--- src/gss_pkg.sv ---
`timescale 1ns / 1ps
// ----------------------------------------------------------------------------
// gss_pkg: shared types and constants for the goal shuttle steering block
// Command codes, motion codes, register indexes and the CORDIC angle table.
// ----------------------------------------------------------------------------
package gss_pkg;

    localparam int CORDIC_STEPS = 14;
    localparam int STEP_W       = 4;
    localparam int VEC_W        = 21;  // +-255*1024 per axis, magnitude grows by ~1.65*sqrt2
    localparam int ANG_W        = 18;  // 1/256 degree, within +-~72000
    localparam int ERR_W        = 14;  // 1/16 degree, within +-5760

    localparam logic signed [ERR_W-1:0] HALF_TURN16  = 14'sd2880;
    localparam logic signed [ERR_W-1:0] FULL_TURN16  = 14'sd5760;
    localparam logic [ERR_W-1:0]        FWD_WINDOW16 = 14'd320;
    localparam logic signed [ANG_W-1:0] HALF_TURN256 = 18'sd46080;
    // ceil(2^16/19); exact floor(m/19) for m below 4681
    localparam logic [11:0]             RECIP19      = 12'd3450;

    typedef enum logic [1:0] {
        CMD_TICK  = 2'd0,
        CMD_FIX   = 2'd1,
        CMD_START = 2'd2,
        CMD_NONE  = 2'd3
    } cmd_t;

    typedef enum logic [1:0] {
        MODE_STOP  = 2'd0,
        MODE_FWD   = 2'd1,
        MODE_LEFT  = 2'd2,
        MODE_RIGHT = 2'd3
    } mode_t;

    typedef enum logic [2:0] {
        REG_RED_X    = 3'd0,
        REG_RED_Y    = 3'd1,
        REG_GREEN_X  = 3'd2,
        REG_GREEN_Y  = 3'd3,
        REG_STR_L    = 3'd4,
        REG_STR_R    = 3'd5,
        REG_TURN_L   = 3'd6,
        REG_TURN_R   = 3'd7
    } reg_idx_t;

    typedef enum logic [2:0] {
        ST_IDLE,
        ST_AIM,
        ST_ROT,
        ST_ERR,
        ST_DIV,
        ST_DECIDE,
        ST_OUT
    } state_t;

    // controller -> datapath
    typedef struct packed {
        logic load;      // capture request, run tick/start/ignore
        logic aim;       // apply goal switch rules and set up CORDIC
        logic rot;       // one CORDIC iteration
        logic err;       // form wrapped bearing error
        logic div;       // |err|/19 by reciprocal multiply
        logic decide;    // pick motion and end expired turn
        logic [STEP_W-1:0] step;
    } gss_cmd_t;

    // datapath -> controller
    typedef struct packed {
        logic is_fix;    // request is a fix that must be processed
        logic div_done;
    } gss_stat_t;

    function automatic logic signed [ANG_W-1:0] atan_entry(input logic [STEP_W-1:0] i);
        logic signed [ANG_W-1:0] v;
        case (i)
            4'd0:    v = 18'sd11520;
            4'd1:    v = 18'sd6801;
            4'd2:    v = 18'sd3593;
            4'd3:    v = 18'sd1824;
            4'd4:    v = 18'sd916;
            4'd5:    v = 18'sd458;
            4'd6:    v = 18'sd229;
            4'd7:    v = 18'sd115;
            4'd8:    v = 18'sd57;
            4'd9:    v = 18'sd29;
            4'd10:   v = 18'sd14;
            4'd11:   v = 18'sd7;
            4'd12:   v = 18'sd4;
            4'd13:   v = 18'sd2;
            default: v = '0;
        endcase
        return v;
    endfunction

endpackage

--- src/gss_ctrl.sv ---
`timescale 1ns / 1ps
// ----------------------------------------------------------------------------
// gss_ctrl: sequencer for the goal shuttle steering block
// Walks a fix through goal update, CORDIC, error and turn length.
// ----------------------------------------------------------------------------
module gss_ctrl
(
    input  logic               clk,
    input  logic               rst_n,
    input  logic               in_valid,
    output logic               in_ready,
    output logic               res_load,
    input  logic               res_busy,
    input  gss_pkg::gss_stat_t stat,
    output gss_pkg::gss_cmd_t  cmd
);
    import gss_pkg::*;

    state_t state_reg, state_next;
    logic [STEP_W-1:0] step_reg, step_next;

    always_ff @(posedge clk or negedge rst_n)
    begin
        if (!rst_n)
        begin
            state_reg <= ST_IDLE;
            step_reg  <= '0;
        end
        else
        begin
            state_reg <= state_next;
            step_reg  <= step_next;
        end
    end

    always_comb
    begin
        state_next = state_reg;
        step_next  = step_reg;
        unique case (state_reg)
            ST_IDLE:
                if (in_valid) state_next = ST_AIM;
            ST_AIM:
            begin
                step_next  = '0;
                state_next = stat.is_fix ? ST_ROT : ST_OUT;
            end
            ST_ROT:
            begin
                step_next = step_reg + 1'b1;
                if (step_reg == STEP_W'(CORDIC_STEPS - 1)) state_next = ST_ERR;
            end
            ST_ERR:
                state_next = ST_DIV;
            ST_DIV:
                if (stat.div_done) state_next = ST_DECIDE;
            ST_DECIDE:
                state_next = ST_OUT;
            ST_OUT:
                if (!res_busy) state_next = ST_IDLE;
            default:
                state_next = ST_IDLE;
        endcase
    end

    always_comb
    begin
        cmd        = '0;
        cmd.step   = step_reg;
        in_ready   = 1'b0;
        res_load   = 1'b0;
        unique case (state_reg)
            ST_IDLE:
            begin
                in_ready = 1'b1;
                cmd.load = in_valid;
            end
            ST_AIM:    cmd.aim    = 1'b1;
            ST_ROT:    cmd.rot    = 1'b1;
            ST_ERR:    cmd.err    = 1'b1;
            ST_DIV:    cmd.div    = 1'b1;
            ST_DECIDE: cmd.decide = 1'b1;
            ST_OUT:    res_load   = !res_busy;
            default:   ;
        endcase
    end

endmodule

--- src/gss_datapath.sv ---
`timescale 1ns / 1ps
// ----------------------------------------------------------------------------
// gss_datapath: state, config registers and arithmetic
// Holds steering state, the CORDIC vector and a reciprocal divide by 19.
// ----------------------------------------------------------------------------
module gss_datapath
(
    input  logic              clk,
    input  logic              rst_n,
    input  logic              cfg_wr,
    input  logic [2:0]        cfg_addr,
    input  logic [7:0]        cfg_data,
    input  logic [16:0]       in_data,
    input  gss_pkg::gss_cmd_t cmd,
    output gss_pkg::gss_stat_t stat,
    output logic [7:0]        left_drive,
    output logic [7:0]        right_drive,
    output logic [1:0]        motion,
    output logic              aim_green
);
    import gss_pkg::*;

    logic [7:0] cfg_reg [8];

    mode_t      mode_reg, mode_next;
    logic [7:0] goal_x_reg, goal_y_reg;
    logic       green_reg, started_reg;
    logic [31:0] tick_reg, mst_reg;
    logic [7:0] tlen_reg, lm_reg, rm_reg;

    logic [1:0] rcmd_reg;
    logic [4:0] px_reg, py_reg, hc_reg;

    logic signed [VEC_W-1:0] x_reg, y_reg;
    logic signed [ANG_W-1:0] z_reg;
    logic                    zero_reg;
    logic signed [ERR_W-1:0] err_reg;
    logic [7:0]              quot_reg;

    // config port
    always_ff @(posedge clk or negedge rst_n)
    begin
        if (!rst_n)
        begin
            for (int i = 0; i < 8; i++) cfg_reg[i] <= '0;
        end
        else if (cfg_wr)
        begin
            cfg_reg[cfg_addr] <= cfg_data;
        end
    end

    function automatic logic [15:0] drives(input mode_t m, input logic [7:0] c [8]);
        case (m)
            MODE_FWD:   return {c[REG_STR_R], c[REG_STR_L]};
            MODE_LEFT:  return {8'd0, c[REG_TURN_L]};
            MODE_RIGHT: return {c[REG_TURN_R], 8'd0};
            default:    return 16'd0;
        endcase
    endfunction

    // goal switch on a fix
    logic       sw_green;
    logic       aim_g;
    logic       aim_change;
    always_comb
    begin
        aim_g = green_reg;
        aim_change = 1'b0;
        sw_green = 1'b0;
        if (goal_y_reg == cfg_reg[REG_RED_Y] && {3'd0, py_reg} >= cfg_reg[REG_RED_Y])
        begin
            sw_green = 1'b1;
            aim_change = 1'b1;
            aim_g = 1'b1;
        end
        // second rule sees goal_y after the first
        if ((sw_green ? cfg_reg[REG_GREEN_Y] : goal_y_reg) == cfg_reg[REG_GREEN_Y]
            && {3'd0, py_reg} <= cfg_reg[REG_GREEN_Y])
        begin
            aim_change = 1'b1;
            aim_g = 1'b0;
        end
    end
    logic [7:0] new_gx, new_gy;
    assign new_gx = aim_change ? (aim_g ? cfg_reg[REG_GREEN_X] : cfg_reg[REG_RED_X]) : goal_x_reg;
    assign new_gy = aim_change ? (aim_g ? cfg_reg[REG_GREEN_Y] : cfg_reg[REG_RED_Y]) : goal_y_reg;

    logic signed [9:0] dx, dy;
    assign dx = $signed({2'b0, new_gx}) - $signed({5'b0, px_reg});
    assign dy = $signed({2'b0, new_gy}) - $signed({5'b0, py_reg});
    logic signed [VEC_W-1:0] vx, vy;
    assign vx = VEC_W'(dx) <<< 10;
    assign vy = VEC_W'(dy) <<< 10;

    // CORDIC step (>>> floors)
    logic signed [VEC_W-1:0] ys, xs;
    assign ys = y_reg >>> cmd.step;
    assign xs = x_reg >>> cmd.step;

    // error formation
    logic signed [ANG_W-1:0] z16;
    logic signed [ERR_W-1:0] b16, head, e0, e1;
    logic [ERR_W-1:0] mag;
    always_comb
    begin
        z16  = (z_reg + ANG_W'(8)) >>> 4;
        b16  = zero_reg ? '0 : ERR_W'(z16);
        head = $signed(ERR_W'(hc_reg) * ERR_W'(192));
        if (head > HALF_TURN16) head = head - FULL_TURN16;
        e0 = b16 - head;
        e1 = e0;
        if (e0 > HALF_TURN16) e1 = e0 - FULL_TURN16;
        else if (e0 < -HALF_TURN16) e1 = e0 + FULL_TURN16;
        mag = err_reg[ERR_W-1] ? ERR_W'(-err_reg) : ERR_W'(err_reg);
    end

    // |err|/19 as (|err| * RECIP19) >> 16; |err| is at most 2880
    logic [25:0] prod;
    assign prod = 26'(mag) * 26'(RECIP19);
    assign stat.div_done = cmd.div;
    assign stat.is_fix   = (rcmd_reg == CMD_FIX) && started_reg;

    // decide
    mode_t      dec_mode;
    logic [31:0] dec_mst;
    logic        expire_tick;
    logic        expire_fix;
    always_comb
    begin
        dec_mode = (mag <= FWD_WINDOW16) ? MODE_FWD
                 : (err_reg > 0 ? MODE_LEFT : MODE_RIGHT);
        dec_mst  = tick_reg;
        expire_fix = (dec_mode == MODE_LEFT || dec_mode == MODE_RIGHT)
                   && (tick_reg > tick_reg + {24'd0, (mag <= FWD_WINDOW16) ? tlen_reg : quot_reg});
        expire_tick = (mode_reg == MODE_LEFT || mode_reg == MODE_RIGHT)
                   && (tick_reg + 32'd1 > mst_reg + {24'd0, tlen_reg});
    end

    logic [15:0] dr_next;
    always_comb
    begin
        mode_next = mode_reg;
        if (cmd.load)
        begin
            if (in_data[1:0] == CMD_TICK && started_reg && expire_tick) mode_next = MODE_FWD;
            if (in_data[1:0] == CMD_START) mode_next = MODE_FWD;
        end
        if (cmd.decide) mode_next = expire_fix ? MODE_FWD : dec_mode;
        dr_next = drives(mode_next, cfg_reg);
    end

    always_ff @(posedge clk or negedge rst_n)
    begin
        if (!rst_n)
        begin
            mode_reg    <= MODE_STOP;
            goal_x_reg  <= '0;
            goal_y_reg  <= '0;
            green_reg   <= 1'b0;
            started_reg <= 1'b0;
            tick_reg    <= '0;
            mst_reg     <= '0;
            tlen_reg    <= '0;
            lm_reg      <= '0;
            rm_reg      <= '0;
            rcmd_reg    <= CMD_NONE;
        end
        else
        begin
            mode_reg <= mode_next;
            // an expiring turn passes through the turn mode, so forward reloads
            if (mode_next != mode_reg || (cmd.decide && expire_fix))
            begin
                lm_reg <= dr_next[7:0];
                rm_reg <= dr_next[15:8];
            end
            if (cmd.load)
            begin
                rcmd_reg <= in_data[1:0];
                if (in_data[1:0] == CMD_TICK)
                begin
                    tick_reg <= tick_reg + 32'd1;
                    if (started_reg && expire_tick) mst_reg <= tick_reg + 32'd1;
                end
                if (in_data[1:0] == CMD_START)
                begin
                    goal_x_reg  <= cfg_reg[REG_RED_X];
                    goal_y_reg  <= cfg_reg[REG_RED_Y];
                    green_reg   <= 1'b0;
                    started_reg <= 1'b1;
                end
            end
            if (cmd.aim && stat.is_fix)
            begin
                goal_x_reg <= new_gx;
                goal_y_reg <= new_gy;
                green_reg  <= aim_g;
            end
            if (cmd.decide)
            begin
                mst_reg <= dec_mst;
                if (mag > FWD_WINDOW16) tlen_reg <= quot_reg;
            end
        end
    end

    // payload registers
    always_ff @(posedge clk)
    begin
        if (cmd.load)
        begin
            px_reg <= in_data[6:2];
            py_reg <= in_data[11:7];
            hc_reg <= in_data[16:12];
        end
        if (cmd.aim)
        begin
            zero_reg <= (dx == 0) && (dy == 0);
            if (vx < 0)
            begin
                x_reg <= -vx;
                y_reg <= -vy;
                z_reg <= (vy >= 0) ? HALF_TURN256 : -HALF_TURN256;
            end
            else
            begin
                x_reg <= vx;
                y_reg <= vy;
                z_reg <= '0;
            end
        end
        if (cmd.rot)
        begin
            if (y_reg >= 0)
            begin
                x_reg <= x_reg + ys;
                y_reg <= y_reg - xs;
                z_reg <= z_reg + atan_entry(cmd.step);
            end
            else
            begin
                x_reg <= x_reg - ys;
                y_reg <= y_reg + xs;
                z_reg <= z_reg - atan_entry(cmd.step);
            end
        end
        if (cmd.err)
        begin
            err_reg <= e1;
        end
        if (cmd.div)
        begin
            quot_reg <= prod[23:16];
        end
    end

    assign left_drive  = lm_reg;
    assign right_drive = rm_reg;
    assign motion      = mode_reg;
    assign aim_green   = green_reg;

endmodule

--- src/goal_shuttle_steering.sv ---
`timescale 1ns / 1ps
// ----------------------------------------------------------------------------
// goal_shuttle_steering: top level
// Channel   | dir | payload
// s_axis    | in  | tdata: command, pos_x, pos_y, heading_code
// m_axis    | out | tdata: left_drive, right_drive, motion, aim_green
// cfg       | in  | cfg_we, cfg_index, cfg_data (8 registers)
// A tick, a start or an ignored request goes from acceptance through the aim
// and output states; a fix also passes the CORDIC, error, divide and decide
// states (14 CORDIC iterations, one multiply by the reciprocal of 19).
// One request at a time; the next is taken while the result waits in the
// output register. Reset is asynchronous; no clearing pass.
// ----------------------------------------------------------------------------
module goal_shuttle_steering
(
    input  logic        clk,
    input  logic        rst_n,
    input  logic        cfg_we,
    input  logic [2:0]  cfg_index,
    input  logic [7:0]  cfg_data,
    input  logic        s_axis_tvalid,
    output logic        s_axis_tready,
    input  logic [23:0] s_axis_tdata,  // command[1:0], pos_x[6:2], pos_y[11:7], heading_code[16:12]
    output logic        m_axis_tvalid,
    input  logic        m_axis_tready,
    output logic [23:0] m_axis_tdata   // left_drive[7:0], right_drive[15:8], motion[17:16], aim_green[18]
);
    import gss_pkg::*;

    gss_cmd_t  cmd;
    gss_stat_t stat;
    logic      res_load;
    logic [7:0] ld, rd;
    logic [1:0] mo;
    logic       ag;
    logic       ovalid_reg;
    logic [18:0] odata_reg;

    gss_ctrl u_ctrl
    (
        .clk      (clk),
        .rst_n    (rst_n),
        .in_valid (s_axis_tvalid),
        .in_ready (s_axis_tready),
        .res_load (res_load),
        .res_busy (ovalid_reg && !m_axis_tready),
        .stat     (stat),
        .cmd      (cmd)
    );

    gss_datapath u_dp
    (
        .clk         (clk),
        .rst_n       (rst_n),
        .cfg_wr      (cfg_we),
        .cfg_addr    (cfg_index),
        .cfg_data    (cfg_data),
        .in_data     (s_axis_tdata[16:0]),
        .cmd         (cmd),
        .stat        (stat),
        .left_drive  (ld),
        .right_drive (rd),
        .motion      (mo),
        .aim_green   (ag)
    );

    always_ff @(posedge clk or negedge rst_n)
    begin
        if (!rst_n)
            ovalid_reg <= 1'b0;
        else if (res_load)
            ovalid_reg <= 1'b1;
        else if (m_axis_tready)
            ovalid_reg <= 1'b0;
    end

    always_ff @(posedge clk)
    begin
        if (res_load) odata_reg <= {ag, mo, rd, ld};
    end

    assign m_axis_tvalid = ovalid_reg;
    assign m_axis_tdata  = {5'd0, odata_reg};

endmodule

--- config.mk ---
export PLATFORM = sky130hd
export DESIGN_NAME = goal_shuttle_steering
export DESIGN_NICKNAME = d
export VERILOG_FILES = /design/src/gss_pkg.sv /design/src/gss_ctrl.sv /design/src/gss_datapath.sv /design/src/goal_shuttle_steering.sv
export SDC_FILE = /design/constraint.sdc
export NUM_CORES = 1
export LEC_CHECK = 0
export BUFFER_PORTS_ARGS = -buffer_cell sky130_fd_sc_hd__buf_2
export CORE_MARGIN = 2
export CORE_UTILIZATION = 46
export DETAILED_ROUTE_END_ITERATION = 8
export RECOVER_POWER = 100
export SLEW_MARGIN = 20
export SYNTH_ARGS = -nofsm -noshare
export SYNTH_HDL_FRONTEND = slang
export SYNTH_SLANG_ARGS = --single-unit
--- constraint.sdc ---
create_clock -name clk -period 17.6 [get_ports clk]
set_clock_uncertainty 0.1 [all_clocks]
set_input_delay 0 -clock clk [delete_from_list [all_inputs] [get_ports clk]]
set_output_delay 0 -clock clk [all_outputs]
set_load 0.005 [all_outputs]
== After elaboration in Yosys (flattened, before gate mapping) ==
Memory sizes are Yosys's and may differ from the RTL's.
Cells that the tools add are included.
Storage, ports and cells
  memories: 2
  register bits after elaboration: 299
  word-level logic and storage cells: 206
  ROM bits: 448
Memory list
  (no name shown): words 16, width 14, rd ports 1, clocked after memory_dff 0, wr ports 0, RTL line gss_pkg.sv:75  | case (i)
  (no name shown): words 16, width 14, rd ports 1, clocked after memory_dff 0, wr ports 0, RTL line gss_pkg.sv:75
Cells by class
  add/sub/neg operators: 20
  shifts and indexed selects: 2
  multiply operators: 2
  muxes and demuxes: 73
  magnitude comparators: 15
  bitwise operators: 1
  eq/ne operators: 23
  reductions and logical operators: 36
Operator list (count)
  $mux 21: 8
  $mux 18: 9
  $mux 32: 4
  $mux 8: 13
  $mux 14: 5
  $add 32x8->32: 2
  $bwmux 64: 1
  $gt 32x32->1: 2
  $logic_not 32->1: 2
  $pmux 16 s3: 1
  $add 21x21->21: 2
  $neg 19->21: 2
  $sshr 21x4->21: 2
  $sub 21x21->21: 2
  $add 32x1->32 const B: 1
  $demux 8 s3: 1
  $mul 14x11->23 const B: 1
  $ge 21x1->1 const B: 1
  $pmux 3 s7: 1
  $ge 19x1->1 const B: 1
  $lt 19x1->1 const B: 1
  $add 18x18->18: 1
  $add 18x5->18 const B: 1
  $mux 1: 18
  other kinds (42): 90

== Depth between registers and ports, before layout ==
Gate-level depths: netlist of the first run.
  word-level depth: 15
  depth in mapped cells: 39
  mapped depth without buffers: 37

== Modules after synthesis ==
Synthesis of the first run repeated with hierarchy kept, for this count alone.
Unflattened totals
  cell total of the unflattened synthesis: 2839
  area total of the unflattened synthesis: 27013.4 um^2
By module, submodules not included
  gss_datapath: area each 25923.6 um^2, instances 1, seq. area each 7299.5 um^2, cells each 2760
  goal_shuttle_steering: area each 656.9 um^2, instances 1, seq. area each 595.6 um^2, cells each 28
  gss_ctrl: area each 432.9 um^2, instances 1, seq. area each 175.2 um^2, cells each 51

== Worst setup path before layout of the first run ==
Ideal clock, no wire load.
  kind: register to register
  start: register u_dp.err_reg[0]
  end: register u_dp.lm_reg[4] (netlist: u_dp.left_drive[4])
  arrival time: 8461 ps
  path slack: 8914 ps
  path buffers: 1
  clock period less this slack: 8686 ps
  stages on the path, launching flop included: 39
  data required time: 17375 ps
  cells stage by stage: edfxtp_1 -> inv_1 -> ha_1 -> or4b_2 -> o41ai_1 -> xnor2_1 -> ha_1 -> nor2b_1 -> nor2_1 -> mux2_4 -> nor2_1 -> o31ai_1 -> a21boi_1 -> mux2_2 -> ha_1 -> inv_1 -> fa_1 -> nor2b_1 -> [3 not listed] -> a21oi_1 -> o21ai_0 -> a21bo_2 -> nor2_1 -> nand3_1 -> nor2_1 -> ha_1 -> xor2_1 -> or4_1 -> nor3_1 -> nor3b_1 -> o211ai_1 -> nor3_1 -> and3_1 -> o21ai_1 -> o211ai_4 -> buf_8 -> mux2_4
Between the ends
  longest elaborated chain between the ends: 11
  elaborated cells on any way between the ends: 22
  those cells by class: add/sub: 2; order compare: 3; eq/ne: 6; mux: 7; reduce/logical: 4
Ends and longest elaborated chain
  from (decl): RTL line gss_datapath.sv:37  | logic signed [ERR_W-1:0] err_reg;
  from (signal assigned): RTL line gss_datapath.sv:250  | err_reg <= e1;
  $neg 14->14: RTL line gss_datapath.sv:115  | mag = err_reg[ERR_W-1] ? ERR_W'(-err_reg) : ERR_W'(err_reg);
  $mux 14: RTL line gss_datapath.sv:115
  $le 14x9->1: RTL line gss_datapath.sv:131, gss_datapath.sv:135
  $mux 8 or $mux 2 (tied branches): RTL line gss_datapath.sv:135, gss_datapath.sv:131
  $add 32x8->32 or $eq 2x2->1 (tied branches): RTL line gss_datapath.sv:135, gss_datapath.sv:134
  $gt 32x32->1 or $logic_or 1x1->1 (tied branches): RTL line gss_datapath.sv:135, gss_datapath.sv:134
  $logic_and 1x1->1: RTL line gss_datapath.sv:135  | && (tick_reg > tick_reg + {24'd0, (mag <= FWD_WINDOW16) ? tlen_reg : quot_reg});
  $mux 2 (2 in series): RTL line gss_datapath.sv:149  | if (cmd.decide) mode_next = expire_fix ? MODE_FWD : dec_mode;
  $eq 2x2->1 (tied with other cells): RTL line gss_datapath.sv:54  | case (m)
  $pmux 16 s3 or $logic_or 1x1->1 (tied branches): RTL line gss_datapath.sv:54, gss_datapath.sv:173
  to (signal assigned): RTL line gss_datapath.sv:175  | lm_reg <= dr_next[7:0];
  to (decl): RTL line gss_datapath.sv:29  | logic [7:0] tlen_reg, lm_reg, rm_reg;
Parallel ways exist; a longest one is shown, timed or not.
A chain may end at the register's enable or synchronous reset.

== Final worst setup path of the first run ==
  start: register u_dp.err_reg[0]
  end: register u_dp.rm_reg[6] (netlist: u_dp.right_drive[6])
Between the ends
  longest elaborated chain between the ends: 11
  elaborated cells on any way between the ends: 22
  those cells by class: add/sub: 2; order compare: 3; eq/ne: 6; mux: 7; reduce/logical: 4
Ends and longest elaborated chain
  $neg 14->14: RTL line gss_datapath.sv:115
  $mux 14: RTL line gss_datapath.sv:115
  $le 14x9->1: RTL line gss_datapath.sv:131, gss_datapath.sv:135
  $mux 8 or $mux 2 (tied branches): RTL line gss_datapath.sv:135, gss_datapath.sv:131
  $add 32x8->32 or $eq 2x2->1 (tied branches): RTL line gss_datapath.sv:135, gss_datapath.sv:134
  $gt 32x32->1 or $logic_or 1x1->1 (tied branches): RTL line gss_datapath.sv:135, gss_datapath.sv:134
  $logic_and 1x1->1: RTL line gss_datapath.sv:135
  $mux 2 (2 in series): RTL line gss_datapath.sv:149
  $eq 2x2->1 (tied with other cells): RTL line gss_datapath.sv:54
  $pmux 16 s3 or $logic_or 1x1->1 (tied branches): RTL line gss_datapath.sv:54, gss_datapath.sv:173
  to (signal assigned): RTL line gss_datapath.sv:176  | rm_reg <= dr_next[15:8];
  to (decl): RTL line gss_datapath.sv:29
Parallel ways exist; a longest one is shown, timed or not.

==> qor.csv, run 1 <==
stage;metric;value;unit
run_status;status;finished with violations;
run_status;violations;max-capacitance violations, max-slew violations;
grt;antenna_found_initial;0;
synth;syn-cell-area;0.0273;mm²
sta;maxSlewHeadroom;-3.32;
drt;drt_first_pass_iters;5;
grt;grt_pass1_vias;21800;
grt;grt-busiest-layer;met2;
grt;met1_usage;0.307;
cts;root_buffer;clkbuf_16;
cts;cts_buffers;38;
synth;synth_area_per_cell;9.46;µm²
worst_setup_path;worstReg2RegStart;u_dp.err_reg[0]$_DFFE_PP_;
worst_setup_path;arrival;12.31;ns
worst_setup_path;crit_fanout;16;
sta;timing.final.ws_setup;5.64;ns
grt;grt_use_total;0.228;
sta;rsz0062_at_grt;no;
placement;place_ws;7.12;ns
cells_and_area;n_antenna_cell;0;
floorplan;die_h;248;µm
cts;clock_latency;0.59;ns
synth;yosysWarnings;0;
cts;clk_path_buf_depth;3;
cells_and_area;layout.nets;3316;
floorplan;dieWidth;248;µm
min_path;whs_path_depth;2;
drt;vias;21700;
cts;clock-sinks;299;
worst_setup_path;cp-start-kind;flop;
grt;grt_max_degree;112;
drt;viasPerCell;5.80;
min_path;hp-start;s_axis_tdata[15];
synth;synthCells;2891;
sta;hold_viol;0;
sta;final-max-slew-violation-count;446;
floorplan;die-area;0.0614;mm²
cells_and_area;largest_reg_flops;64;
worst_setup_path;reg2reg_to;u_dp.right_drive[6]$_DFFE_PN0P_;
sta;setup_viol;0;
synth;synth-edff-count;117;
sta;fin_setup_tns;0;ns
worst_setup_path;timing_worst_setup_path_type;flop to flop;
synth;ys.flop_type;dfrtp_1;
synth;ys_seq_area_frac;0.295;
grt;grt_pass1_wl;114000;µm
cells_and_area;drive_above_1_share;0.109;
cells_and_area;final_common_cell;nor2_1;
cells_and_area;final_cell_mix;nor2_1 (282), ha_1 (267), inv_1 (204);
drt;drc_errors;0;
drt;ant_nets;0;
placement;port_buffers;53;
sta;max_slew.worst_pin.slew;6.48;ns
drt;drt-total-wl;69700;µm
worst_setup_path;critPathCaptureType;flop;
synth;async_reset_ff_frac;0.609;
floorplan;rows;89;
worst_setup_path;required;17.96;ns
worst_setup_path;r2r_cells;37;
min_path;hold_path.class;input port to flop;
cts;clk_pin_slew;0.06;ns
drt;drtIter0Drc;1276;
placement;dpl.hpwl;51300;µm
grt;gr-usage-met3;0.0243;
floorplan;ios;66;
floorplan;start_util;0.464;
synth;ys_seq_elements;299;
grt;use_met2;0.390;
min_path;min_to;u_dp.hc_reg[3]$_DFFE_PP_;
worst_setup_path;slowest_delay;1.63;ns
sta;max_freq;83.6;MHz
run;cap_viol_max_count;9;
synth;synth_cell_types;98;
worst_setup_path;cp_common_cell;nor2_1;
cells_and_area;area_delta_synth_final;9.39;%
cts;htreeDepth;2;
grt;grt_overflow;0;
worst_setup_path;r2r_slack;5.64;ns
floorplan;coreArea;0.0589;mm²
placement;gp_congestion;0.895;
sta;timing.final.crit_share;0.679;
cts;cts_tree;yes;
worst_setup_path;crit_slowest_cell;o211ai_1;
drt;wl_per_cell;18.6;µm
sta;fin_crit;11.96;ns
final cells by class:
cell class,instances,area (µm²)
fillers,5372,29000
multi-input cells,2263,17900
flip-flops and latches,299,8070
clock buffers,57,1150
well taps,773,967
repair buffers,129,883
inverters,206,773
clock inverters,13,159
routing by layer:
layer  share of wire  vias up
li1                -    10400
met5               0        -
met3           0.039      102
met4           0.022        0
met2            0.48      444
met1            0.46    10700
worst max-delay path, delay by kind of cell (launching register included):
family	cells	cell delay (ns)
buffers and inverters	2	0.36
AOI/OAI and AO/OA	12	4.55
muxes	3	1.10
and+or+nand+nor	14	3.26
DFF	1	0.54
xor gates and xnor gates	2	0.76
adders and majority gates	4	1.15
cells in the mapped netlist, types with 16 or more instances:
| library cell | number | area share |
|---|---|---|
| nand2_1 | 197 | 0.027 |
| inv_1 | 203 | 0.028 |
| mux4_2 | 45 | 0.037 |
| mux2i_1 | 34 | 0.012 |
| a31oi_1 | 23 | 0.0053 |
| fa_1 | 72 | 0.053 |
| o21ai_0 | 146 | 0.027 |
| edfxtp_1 | 117 | 0.13 |
| and2_1 | 27 | 0.0062 |
| ha_1 | 267 | 0.12 |
| a211oi_1 | 22 | 0.0060 |
| a22o_1 | 18 | 0.0058 |
| nor3_1 | 69 | 0.013 |
| xnor2_1 | 167 | 0.053 |
| xor2_1 | 106 | 0.034 |
| clkbuf_1 | 85 | 0.012 |
| or2_2 | 16 | 0.0037 |
| nor2b_1 | 35 | 0.0080 |
| a21o_1 | 33 | 0.0091 |
| nand2b_1 | 28 | 0.0064 |
| dfrtp_1 | 180 | 0.16 |
| mux2_2 | 107 | 0.044 |
| a311oi_1 | 16 | 0.0051 |
| or3_1 | 21 | 0.0048 |
| nand4_1 | 32 | 0.0073 |
| and3_1 | 30 | 0.0069 |
| buf_1 | 20 | 0.0027 |
| nand3_1 | 61 | 0.011 |
| o31ai_1 | 19 | 0.0052 |
| nor2_1 | 284 | 0.039 |
| a21oi_1 | 143 | 0.026 |
what timing repair did:
action / in CTS / in global routing
hold buffers: 49 / 0
endpoints found under the setup margin: 0 / 0
endpoints found under the hold margin: 208 / 0
setup buffers: 0 / 0
resized for setup: 0 / 0
worst max path at each step:
| stage | start | endpoint | slack (ns) | cells past startpoint |
|---|---|---|---|---|
| floorplan | u_dp.err_reg[0]$_DFFE_PP_ | u_dp.left_drive[4]$_DFFE_PN0P_ | 8.91 | 38 |
| global placement | u_dp.err_reg[0]$_DFFE_PP_ | u_dp.left_drive[0]$_DFFE_PN0P_ | 7.44 | 37 |
| detailed placement | u_dp.err_reg[0]$_DFFE_PP_ | u_dp.left_drive[7]$_DFFE_PN0P_ | 7.12 | 37 |
| CTS | u_dp.err_reg[0]$_DFFE_PP_ | u_dp.left_drive[7]$_DFFE_PN0P_ | 7.12 | 37 |
| global route | u_dp.err_reg[0]$_DFFE_PP_ | u_dp.right_drive[6]$_DFFE_PN0P_ | 4.78 | 37 |
| finish | u_dp.err_reg[0]$_DFFE_PP_ | u_dp.right_drive[6]$_DFFE_PN0P_ | 5.64 | 37 |
logic make-up after synthesis:
logic type,share of synthesized area
compound gates,0.140
xor+xnor,0.0874
fa+ha+maj,0.175
buf+inv,0.0486
flops,0.295
mux,0.101
other cells,0.000137
simple gates,0.154
stage by stage:
step | area, µm² | std cells | hold WS (ns) | utilization
floorplan | 27400 | 2896 | -0.396 | -
global route | 29900 | 3740 | 0.0238 | 0.508
global placement | 28300 | 3621 | 0.0768 | 0.480
CTS | 30100 | 3740 | 0.00493 | 0.511
detailed placement | 28300 | 3621 | 0.0781 | 0.480
finish | 29900 | 3740 | 0.0312 | 0.508
Power of run 1 is not shown: default switching activity piles up to over one toggle a cycle in this logic, so the estimate is an artifact.
==> run 2, diff against run 1 <==
clock period = 9.65 ns   (was 17.6 ns; I/O delays follow)
==> run 2 against run 1 <==
The flow still finishes with violations (max-capacitance violations, max-slew violations). Worst setup slack got worse by 4.9 ns. Routed wire length rose by 1.8%. First-iteration DRC count is 6.2% higher. Final cell count is 0.32% higher. Cell area rose by 0.45%. Largest cell class unchanged. Critical path type unchanged.
==> qor.csv, run 2 (synthesized netlist as in run 1, its figures left out) <==
stage;metric;value;unit;change
run_status;status;finished with violations;;
run_status;violations;max-capacitance violations, max-slew violations;;
worst_setup_path;required;10.04;ns;-7.92 ns
cts;htreeDepth;2;;unchanged
drt;vias;21700;;-0.023%
drt;wl_met3;3080;µm;+13%
run;cap_viol_max_count;8;;-1
worst_setup_path;slowest_delay;0.65;ns;-0.98 ns
cts;clock-sinks;299;;unchanged
grt;grt_use_total;0.233;;+0.00498
floorplan;ios;66;;unchanged
cts;clk_pin_slew;0.06;ns;about the same
floorplan;die-area;0.0614;mm²;unchanged
cells_and_area;final_common_cell;nor2_1;;
worst_setup_path;crit_fanout;9;;-7
cts;clock_latency;0.60;ns;about the same
cts;cts_buffers;38;;unchanged
sta;max_slew.worst_pin.slew;4.03;ns;-2.45 ns
drt;drt_first_pass_iters;5;;unchanged
sta;max_freq;113;MHz;+35%
worst_setup_path;reg2reg_to;u_dp.left_drive[0]$_DFFE_PN0P_;;
worst_setup_path;worstReg2RegStart;u_dp.err_reg[7]$_DFFE_PP_;;
sta;fin_crit;8.88;ns;-3.08 ns
min_path;hold_path.class;input port to flop;;
worst_setup_path;cp-startpoint;u_dp.err_reg[7]$_DFFE_PP_;;
cells_and_area;largest_reg_flops;64;;unchanged
drt;drt-total-wl;70900;µm;+1.8%
placement;placed_area;0.0283;mm²;+0.13%
cts;clk_path_buf_depth;3;;unchanged
worst_setup_path;timing_worst_setup_path_type;flop to flop;;
grt;grt_pass1_wl;115000;µm;+1.5%
worst_setup_path;cp-start-kind;flop;;
drt;wl_per_cell;18.9;µm;+1.4%
drt;viasPerCell;5.78;;-0.34%
cells_and_area;layout.nets;3328;;+0.36%
placement;dpl.hpwl;52500;µm;+2.4%
worst_setup_path;r2r_cells;35;;-5.4%
worst_setup_path;crit_path_end;u_dp.left_drive[0]$_DFFE_PN0P_;;
floorplan;start_util;0.464;;unchanged
floorplan;rows;89;;unchanged
sta;hold_viol;0;;unchanged
grt;grt_max_degree;68;;-39%
floorplan;dieWidth;248;µm;unchanged
cells_and_area;final_cell_mix;nor2_1 (282), ha_1 (267), inv_1 (203);;
cells_and_area;postLayoutCellArea;0.0301;mm²;+0.45%
grt;grt_overflow;0;;unchanged
worst_setup_path;crit_slowest_cell;or4_1;;
sta;maxSlewHeadroom;-1.69;;+1.63
drt;ant_nets;0;;unchanged
sta;timing.final.crit_share;0.920;;+0.240
worst_setup_path;r2r_slack;0.77;ns;-4.87 ns
placement;port_buffers;53;;unchanged
drt;top_layer;met4;;
drt;drtIter0Drc;1355;;+6.2%
drt;dr_wl_met2;34100;µm;+2.1%
floorplan;die_h;248;µm;unchanged
cts;root_buffer;clkbuf_16;;
cells_and_area;drive_above_1_share;0.113;;+0.00392
floorplan;coreArea;0.0589;mm²;unchanged
grt;grt_pass1_vias;21600;;-0.75%
drt;met1_length;32200;µm;+0.74%
worst_setup_path;arrival;9.26;ns;-3.05 ns
sta;setup_viol;0;;unchanged
sta;final-max-slew-violation-count;351;;-21%
cts;cts_tree;yes;;
worst_setup_path;critPathCaptureType;flop;;
placement;gp_congestion;0.892;;-0.29%
cells_and_area;n_antenna_cell;0;;unchanged
grt;antenna_found_initial;2;;+2
drt;drc_errors;0;;unchanged
cells_and_area;area_delta_synth_final;9.88;%;
==> run 2: changes by cell type in the layout (fill, tap and decap cells not counted), moves of 3 or more <==
cell,before,now
clkbuf_1,36,39
clkinv_1,2,5
clkbuf_8,9,2
buf_4,11,19
mux2_4,5,12
mux2_1,7,4
mux2_2,108,104
clkinv_4,0,3
==> run 2: how the worst min path moves through the flow <==
stage,startpoint,to,slack [ns],cells past startpoint
after floorplan,rst_n,m_axis_tvalid$_DFFE_PN0P_,-0.40,0
after global placement,rst_n,u_dp.right_drive[7]$_DFFE_PN0P_,-0.004,1
after detailed placement,rst_n,u_dp.right_drive[7]$_DFFE_PN0P_,0.005,1
after CTS,s_axis_tdata[3],u_dp.px_reg[1]$_DFFE_PP_,0.02,2
after global routing,s_axis_tdata[3],u_dp.px_reg[1]$_DFFE_PP_,0.04,2
final,s_axis_tdata[3],u_dp.px_reg[1]$_DFFE_PP_,0.05,2
==> run 2: through the flow <==
step | setup TNS, ns | utilization | setup WS (ns) | instances | hold slack [ns]
finish | 0 | 0.510 | 0.772 | 3752 | 0.0489
CTS | 0 | 0.511 | 0.280 | 3748 | 0.0169
global route | -0.0231 | 0.510 | -0.0129 | 3752 | 0.0409
global placement | 0 | 0.481 | 0.385 | 3626 | -0.00426
floorplan | 0 | - | 0.964 | 2896 | -0.396
detailed placement | 0 | 0.481 | 0.290 | 3626 | 0.00536
==> run 2: metal layers <==
layer | global-route usage | vias to the layer above
met2 | 0.396 | 444
met3 | 0.0261 | 94
met4 | 0.0639 | 0
li1 | - | 10500
met1 | 0.315 | 10700
met5 | 0 | -
==> run 2: worst max-delay path: cells and delay by family, from the launching register on <==
family,cells,cell delay (ns)
buffers and inverters,3,0.59
adders and majority gates,3,0.75
xor gates and xnor gates,1,0.19
DFF,1,0.43
AOI/OAI and AO/OA,14,2.75
and+or+nand+nor,12,3.28
muxes,2,0.68
==> run 2: final cells by class <==
class	count	area (µm²)
timing repair buffer	141	1000
sequential	299	8070
tap	773	967
inverter	206	773
fill	5456	28900
clock buffer	51	1040
multi-input combinational	2263	18000
clock inverter	19	229
==> run 2: timing repair <==
action | in CTS | in global routing
setup endpoints to repair | 0 | 16
gates resized for setup | 0 | 6
endpoints found under the hold margin | 172 | 0
hold buffers | 52 | 0
setup buffers | 0 | 4
Power of run 2 is left out for the same reason.
==> run 3, diff against run 2 <==
CELL_PAD_IN_SITES_DETAIL_PLACEMENT = 1   (was unset)
CELL_PAD_IN_SITES_GLOBAL_PLACEMENT = 1   (was unset)
PLACE_DENSITY_LB_ADDON = 0.05   (was unset)
SLEW_MARGIN = unset   (was 20)
==> run 3 against run 2 <==
The flow still finishes with violations (max-capacitance violations, max-slew violations). Critical path depth rose by 2. Sequential share of layout area about the same. Cell area barely moved. Clock-buffer cell count grew 6. Global-route usage rose by 3.1 points. Die area unchanged. Non-clock buffer count unchanged. Core utilization barely moved. First-iteration DRC count decreased by 30%. Largest cell class unchanged.
==> qor.csv, run 3 (synthesized netlist as in run 1, its figures left out) <==
stage;metric;value;unit;change
cts;clk_path_buf_depth;3;;unchanged
sta;hold_viol;0;;unchanged
drt;drt-total-wl;79800;µm;+13%
drt;drc_errors;0;;unchanged
cells_and_area;layout.nets;3328;;unchanged
drt;wl_per_cell;21.3;µm;+13%
sta;fin_crit;8.98;ns;+0.104 ns
drt;vias;22200;;+2.2%
grt;grt_pass1_vias;23800;;+10%
drt;viasPerCell;5.91;;+2.2%
cts;clk_pin_slew;0.06;ns;about the same
floorplan;dieWidth;248;µm;unchanged
grt;grt_overflow;0;;unchanged
sta;timing.final.crit_share;0.931;;+0.0107
worst_setup_path;path_delay_family;simple AND/OR/NAND/NOR gates;;
drt;ant_nets;0;;unchanged
cts;cts_buffers;38;;unchanged
placement;port_buffers;53;;unchanged
cts;clock-sinks;299;;unchanged
worst_setup_path;slowest_delay;0.67;ns;+0.02 ns
grt;grt_pass1_wl;130000;µm;+13%
worst_setup_path;crit_fanout;8;;-1
run;cap_viol_max_count;10;;+2
drt;drtIter0Drc;953;;-30%
worst_setup_path;crit_slowest_cell;or4b_2;;
cells_and_area;largest_reg_flops;64;;unchanged
sta;maxSlewHeadroom;-1.53;;+0.156
grt;grt_use_total;0.265;;+0.0313
grt;grt_max_degree;72;;+5.9%
sta;final-max-slew-violation-count;446;;+27%
worst_setup_path;arrival;9.32;ns;+0.06 ns
run_status;violations;max-capacitance violations, max-slew violations;;
sta;max_freq;111;MHz;-1.2%
sta;max_slew.worst_pin.slew;3.80;ns;-0.234 ns
worst_setup_path;cp_common_cell;ha_1;;
floorplan;rows;89;;unchanged
run_status;status;finished with violations;;
cells_and_area;final_cell_mix;nor2_1 (281), ha_1 (267), inv_1 (205);;
floorplan;coreArea;0.0589;mm²;unchanged
sta;setup_viol;0;;unchanged
cts;clock_latency;0.58;ns;-0.02 ns
worst_setup_path;critPathCaptureType;flop;;
placement;gp_congestion;0.863;;-3.3%
placement;dpl.hpwl;59500;µm;+13%
min_path;hold_path.class;input port to flop;;
cells_and_area;n_antenna_cell;0;;unchanged
worst_setup_path;timing_worst_setup_path_type;flop to flop;;
worst_setup_path;cp-start-kind;flop;;
drt;drt_first_pass_iters;4;;-1
cts;root_buffer;clkbuf_16;;
cts;htreeDepth;2;;unchanged
sta;whs;0.0438;ns;-0.00509 ns
cells_and_area;final_common_cell;nor2_1;;
cells_and_area;drive_above_1_share;0.111;;-0.00201
floorplan;ios;66;;unchanged
cts;cts_tree;yes;;
floorplan;start_util;0.464;;unchanged
worst_setup_path;required;9.99;ns;-0.05 ns
cells_and_area;finish.utilization;0.510;;about the same
worst_setup_path;worst-path-buf-inv;3;;unchanged
floorplan;die-area;0.0614;mm²;unchanged
grt;antenna_found_initial;0;;-2
cells_and_area;area_delta_synth_final;9.82;%;about the same
floorplan;die_h;248;µm;unchanged
==> run 3: cell types whose count changed in the layout (fill, tap and decap cells not counted), moves of 2 or more <==
cell,change
clkinv_16,-2
clkbuf_1,+10
clkinv_1,-4
clkbuf_8,+5
clkinv_2,+2
inv_1,+2
buf_2,-8
clkinv_4,-3
==> run 3: worst register-to-register path: cells and delay by family (launching register included) <==
kind / cells / cell delay, ns
AO/OA/AOI/OAI: 13 / 2.67
XOR/XNOR: 2 / 0.39
adder cells (fa/ha/maj): 4 / 1.00
buffers and inverters: 3 / 0.52
flip-flops: 1 / 0.39
multiplexers: 3 / 0.89
AND/OR/NAND/NOR: 12 / 2.92
==> run 3: through the flow <==
stage	cell area [µm²]	TNS, ns	worst slack (ns)	cells
2_1_floorplan	27400	0	0.964	2896
3_3_place_gp	28300	0	0.401	3627
3_5_place_dp	28300	0	0.0400	3627
4_1_cts	30100	0	0.0145	3749
5_1_grt	30000	-0.0925	-0.0254	3752
6_report	30000	0	0.669	3752
==> run 3: layout make-up <==
type	count	area (µm²)
repair buffers	141	976
fillers	6668	28900
clock inverters	13	136
well taps	773	967
multi-input cells	2263	18000
clock buffers	57	1110
flip-flops and latches	299	8070
inverters	206	773
==> run 3: final timing paths <==
path	from	depth (start not counted)	end	slack, ns
worst max register to register	u_dp.err_reg[0]$_DFFE_PP_	37	u_dp.right_drive[4]$_DFFE_PN0P_	0.67
max in group asynchronous	rst_n	4	u_dp.right_drive[7]$_DFFE_PN0P_	4.96
worst min register to register	u_dp.right_drive[7]$_DFFE_PN0P_	0	odata_reg[15]$_DFFE_PP_	0.35
worst min-delay path	s_axis_tdata[14]	2	u_dp.hc_reg[2]$_DFFE_PP_	0.04
worst max-delay path	u_dp.err_reg[0]$_DFFE_PP_	37	u_dp.right_drive[4]$_DFFE_PN0P_	0.67
min in group asynchronous	rst_n	3	u_dp.rcmd_reg[0]$_DFFE_PN1P_	0.85
==> run 3: routing by layer <==
metal	up-vias	GRT usage	share of wire
met3	104	0.0234	0.029
met4	0	0.0685	0.022
met2	307	0.476	0.50
li1	10500	-	-
met1	11300	0.341	0.44
met5	-	0	0
==> run 3: what timing repair did <==
item                                    CTS  global route
setup buffers                             0             2
endpoints found under the hold margin   158             0
hold buffers                             52             0
resized for setup                         0             8
endpoints found under the setup margin    0            16
Power of run 3 is left out for the same reason.
